[config.mk]
export PLATFORM = sky130hd
export DESIGN_NAME = tmr_cfg
export DESIGN_NICKNAME = d
export VERILOG_FILES = /design/src/rtl/tmr_pkg.sv /design/src/rtl/tmr_cfg.sv
export SDC_FILE = /design/constraint.sdc
export NUM_CORES = 1
export LEC_CHECK = 0
export ABC_AREA = 0
export BUFFER_PORTS_ARGS = -buffer_cell sky130_fd_sc_hd__buf_2
export CAP_MARGIN = 20
export CORE_ASPECT_RATIO = 0.9
export CORE_MARGIN = 5
export CORE_UTILIZATION = 44
export CTS_CLUSTER_DIAMETER = 100
export DETAILED_ROUTE_END_ITERATION = 8
export GPL_ROUTABILITY_DRIVEN = 0
export PLACE_DENSITY = 0.76
export SLEW_MARGIN = 0
export SYNTH_ARGS = -nofsm -noshare
export SYNTH_HDL_FRONTEND = slang
export SYNTH_SLANG_ARGS = --single-unit
[constraint.sdc]
create_clock -name clk -period 1.3 [get_ports clk]
set_input_delay 0.13 -clock clk [delete_from_list [all_inputs] [get_ports clk]]
set_output_delay 0.13 -clock clk [all_outputs]
set_load 0.02 [all_outputs]
[src/rtl/tmr_pkg.sv]
package tmr_pkg;

  localparam int TIME_BITS = 32;
  localparam int ACTION_W  = 3;
  localparam int CFG_AW    = 5;
  localparam int CFG_DW    = 32;
  localparam int REG_IDX_W = 3;

  typedef enum logic [ACTION_W-1:0] {
    ACT_TICK      = 3'd0,
    ACT_START     = 3'd1,
    ACT_PAUSE     = 3'd2,
    ACT_RESUME    = 3'd3,
    ACT_RESTART   = 3'd4,
    ACT_RESET     = 3'd5,
    ACT_ROLLBACK  = 3'd6,
    ACT_INTERRUPT = 3'd7
  } action_t;

  typedef enum logic [REG_IDX_W-1:0] {
    REG_DURATION             = 3'd0,
    REG_TICK_INTERVAL        = 3'd1,
    REG_ROLLBACK_STEP        = 3'd2,
    REG_RESET_ON_START       = 3'd3,
    REG_ROLLBACK_ON_RESET    = 3'd4,
    REG_RESET_AFTER_ROLLBACK = 3'd5
  } reg_idx_t;

  localparam logic [TIME_BITS-1:0] DURATION_RST      = '0;
  localparam logic [TIME_BITS-1:0] TICK_INTERVAL_RST = TIME_BITS'(1000);
  localparam logic [TIME_BITS-1:0] ROLLBACK_STEP_RST = TIME_BITS'(1000);

  typedef struct packed {
    logic [TIME_BITS-1:0] duration;
    logic [TIME_BITS-1:0] tick_interval;
    logic [TIME_BITS-1:0] rollback_step;
    logic                 reset_on_start;
    logic                 rollback_on_reset;
    logic                 reset_after_rollback;
  } cfg_t;

  typedef struct packed {
    logic [ACTION_W-1:0] action;
    logic                reset_progress;
    logic                task_running;
  } in_item_t;

  typedef struct packed {
    logic [TIME_BITS-1:0] elapsed;
    logic                 ticked;
    logic                 completed;
    logic                 progress_reset;
    logic                 running;
    logic                 rolling_back;
    logic                 task_running;
  } mid_t;

endpackage

[src/rtl/tmr_cfg.sv]
module tmr_cfg import tmr_pkg::*; (
  input  logic              clk,
  input  logic              rst_n,
  input  logic              cfg_psel,
  input  logic              cfg_penable,
  input  logic              cfg_pwrite,
  input  logic [CFG_AW-1:0] cfg_paddr,
  input  logic [CFG_DW-1:0] cfg_pwdata,
  output logic [CFG_DW-1:0] cfg_prdata,
  output logic              cfg_pready,
  output cfg_t              cfg
);

  cfg_t     cfg_r;
  logic     wr_en;
  reg_idx_t idx;

  assign cfg_pready = 1'b1;
  assign wr_en      = cfg_psel & cfg_penable & cfg_pwrite & cfg_pready;
  assign idx        = reg_idx_t'(cfg_paddr[CFG_AW-1:2]);
  assign cfg        = cfg_r;

  always_ff @(posedge clk) begin
    if (!rst_n) begin
      cfg_r.duration             <= DURATION_RST;
      cfg_r.tick_interval        <= TICK_INTERVAL_RST;
      cfg_r.rollback_step        <= ROLLBACK_STEP_RST;
      cfg_r.reset_on_start       <= 1'b0;
      cfg_r.rollback_on_reset    <= 1'b0;
      cfg_r.reset_after_rollback <= 1'b0;
    end else if (wr_en) begin
      case (idx)
        REG_DURATION:             cfg_r.duration             <= cfg_pwdata[TIME_BITS-1:0];
        REG_TICK_INTERVAL:        cfg_r.tick_interval        <= cfg_pwdata[TIME_BITS-1:0];
        REG_ROLLBACK_STEP:        cfg_r.rollback_step        <= cfg_pwdata[TIME_BITS-1:0];
        REG_RESET_ON_START:       cfg_r.reset_on_start       <= cfg_pwdata[0];
        REG_ROLLBACK_ON_RESET:    cfg_r.rollback_on_reset    <= cfg_pwdata[0];
        REG_RESET_AFTER_ROLLBACK: cfg_r.reset_after_rollback <= cfg_pwdata[0];
        default: ;
      endcase
    end
  end

  always_comb begin
    cfg_prdata = '0;
    case (idx)
      REG_DURATION:             cfg_prdata = CFG_DW'(cfg_r.duration);
      REG_TICK_INTERVAL:        cfg_prdata = CFG_DW'(cfg_r.tick_interval);
      REG_ROLLBACK_STEP:        cfg_prdata = CFG_DW'(cfg_r.rollback_step);
      REG_RESET_ON_START:       cfg_prdata = CFG_DW'(cfg_r.reset_on_start);
      REG_ROLLBACK_ON_RESET:    cfg_prdata = CFG_DW'(cfg_r.rollback_on_reset);
      REG_RESET_AFTER_ROLLBACK: cfg_prdata = CFG_DW'(cfg_r.reset_after_rollback);
      default:                  cfg_prdata = '0;
    endcase
  end

endmodule

==> results.cfg <==
[cts]
cts_buffers = 9
tritoncts = yes
clock-sinks = 99
cts-htree-levels = 3
ctsLongestPathBuffers = 2
cts-root-buf = sky130_fd_sc_hd__clkbuf_16
clk_transition_reported_paths_ns = 0.07
holdBufCountCts = 0
clk_latency_ns = 0.33

[setup_path]
setup.reg_to_reg.worst_slack_ns = 0.47
crit_slowest_cell = sky130_fd_sc_hd__mux4_2
critical_path.endpoint_type = output port
worst_r2r_path_depth = 4
timing.critical_path.cells = mux4_2 > mux2_4 > buf_6
worst-endpoint-required_ns = 1.17
reg2reg_from = cfg[92]
critPathMaxStageDelay_ns = 0.45
reg2reg_to = cfg[92]
setup.worst_path.start_class = flop
timing.critical_path.to = cfg_prdata[0]
data_arrival_time_at_the_worst_slack_endpoint_ns = 1.52
crit_fanout = 2
critPathLaunch = cfg[2]
worstSetupPathType = reg -> out

[logic_synthesis]
synthDistinctLibCells = 23
count_of_flip_flops_with_a_built_in_enable_after_synthesis = 0
synthesis.yosys.warnings = 0
netlist.area_leader.share = 0.433
synth_sequential_area_ratio = 0.433
synthMostInstantiatedCell = sky130_fd_sc_hd__mux2i_1
synthesis.nets = 526
netlist_instances = 484
synth_area_per_cell_um2 = 9.45
syn-cell-area_mm2 = 0.00457
post_synth_main_area_contributors = sky130_fd_sc_hd__dfxtp_1 (43%), sky130_fd_sc_hd__mux2i_1 (28%), sky130_fd_sc_hd__nand2_1 (9.6%), sky130_fd_sc_hd__a2bb2oi_1 (5.9%), sky130_fd_sc_hd__nor2_1 (2.7%)
synth_top_area_cell = sky130_fd_sc_hd__dfxtp_1
async_reset_ff_frac = 0
postSynthRegisterBits = 99
synth_top_flop_cell = sky130_fd_sc_hd__dfxtp_1
synthTopCellsByCount = sky130_fd_sc_hd__mux2i_1 (128), sky130_fd_sc_hd__nand2_1 (117), sky130_fd_sc_hd__dfxtp_1 (99)

[routing]
drt_iter0_markers = 297
wl_um = 14900
drc = 0
route.detailed.vias_per_inst = 5.27
detailroute.via_count = 4450
drt-pass1-iter-count = 4
route.detailed.wl_per_inst_um = 17.7
antenna_violating_nets_post_route = 0

[floorplan]
floorplan.io_pins = 174
starting_utilization_of_the_core_area = 0.448
fp.dieArea_mm2 = 0.0125
core_area_mm2 = 0.0102
die_y_um = 107
floorplan.die.width_um = 117
rows = 35

[final_layout]
layout_cell_share_with_drive_strength_beyond_1 = 0.567
n_antenna_cell = 0
design_area_mm2 = 0.00703
num-nets-final = 753
max_ffs_per_register = 99
synthToLayoutAreaGrowth_pct = 53.6

[run_status]
failed_checks = negative setup slack
run_status = finished, violations left

[sta]
achievable-frequency_mhz = 606
layout_min_cycle_time_ns = 1.65
timing.final.setup_violations = 16
timing.hold.ws_ns = 0.0391
final_max_slew_viol_count = 0
layout_worst_path_cycle_share = 1.27
setup_ws_ns = -0.351
finalHoldViolCount = 0
clock-skew-final_ns = 0
rsz_0062_raised_after_global_routing = true
setup-tns-final_ns = -0.712

[global_routing]
first_global_vias = 4629
pin_count_of_the_biggest_net_entering_global_routing = 36
grt_use_total = 0.228
grt_pass1_wl_um = 23700
grt_antenna_before_repair = 1
grt-ovfl-total = 0

[placed_design]
io_buffer_count = 170
pre_cts_ws_ns = -0.127
place_hpwl_um = 9920
postPlaceCellArea_mm2 = 0.00583

[pwr]
power.density_mw_per_mm2 = 913
total_power_uw = 6420
p_leak_uw = 0.00340
vdd_ir_drop_max_uv = 552

[job]
maxCapViolations = 0

[hold_path]
holdCritPathClass = in -> reg
## metrics by stage
stage          utilization  std cells
3_3_place_gp         0.571        773
2_1_floorplan            -        484
3_5_place_dp         0.571        773
4_1_cts              0.674        841
6_report             0.689        845
5_1_grt              0.689        845
## how the worst min path moves through the flow
| stage | start | end | slack, ns | cells after the start |
|---|---|---|---|---|
| floorplan | cfg_pwdata[3] | cfg[70] | 0.27 | 2 |
| detailed placement | cfg_pwdata[6] | cfg[73] | 0.39 | 3 |
| global placement | cfg_pwdata[6] | cfg[73] | 0.39 | 3 |
| global route | cfg_pwdata[6] | cfg[73] | 0.02 | 3 |
| CTS | cfg_pwdata[6] | cfg[73] | 0.03 | 3 |
| finish | cfg_pwdata[6] | cfg[73] | 0.04 | 3 |
## worst max-delay path: cells and delay by family, from the launching register on
| family | cells | cell delay, ns |
|---|---|---|
| buf+inv | 1 | 0.13 |
| flops | 1 | 0.31 |
| mux | 2 | 0.74 |
## cell usage in the layout (no fill, tap or decap), drive strengths merged
master    Yosys  layout
o211ai        2       2
nor2         33      33
nand4b        1       1
clkinvlp      0       3
nand4         1       1
bufinv        0       1
dfxtp        99      99
mux2          1       1
nand2b        1       1
or3b          1       1
nor2b        19      19
o41ai         1       1
or3           1       1
clkinv        0       2
mux2i       128     128
mux4          1       1
buf          18     258
o31ai         2       2
clkbuf       24      10
conb          1       1
nor3          1       1
a2bb2oi      31      31
o311ai        1       1
nand2       117     117
## power by group
part / total, µW / switching [µW] / internal, µW
Clock: 2630 / 1140 / 1490
Sequential: 3070 / 17.4 / 3060
Combinational: 715 / 395 / 320
Total: 6420 / 1550 / 4870
## final cells by class
cell class,instances,area (µm²)
clock buffer,10,229
clock inverter,6,66.3
fill,782,3180
multi-input combinational,343,2680
sequential,99,2060
tap,129,161
timing repair buffer,258,1840
## kinds of logic (layout without fill, tap and decap cells)
family,Yosys count,in the layout,share of synthesized area
AOI/OAI and AO/OA,37,37,0.0697
buffers and inverters,42,274,0.0473
DFF,99,99,0.433
muxes,130,130,0.287
other,1,1,0.000820
and+or+nand+nor,175,175,0.161
## routing by layer
layer	vias to the layer above	track usage	routed length (µm)
met5	-	0	13
met3	27	0.0654	889
met1	2161	0.274	6230
met4	2	0.0713	297
met2	153	0.396	7490
li1	2107	-	-
## what timing repair did
action / 4_1_cts / 5_1_grt
resized for setup: 138 / 23
gates cloned: 0 / 0
setup buffers: 52 / 4
endpoints found under the setup margin: 32 / 32
pin swaps: 1 / 3
Power figures use the tool's default switching activity.
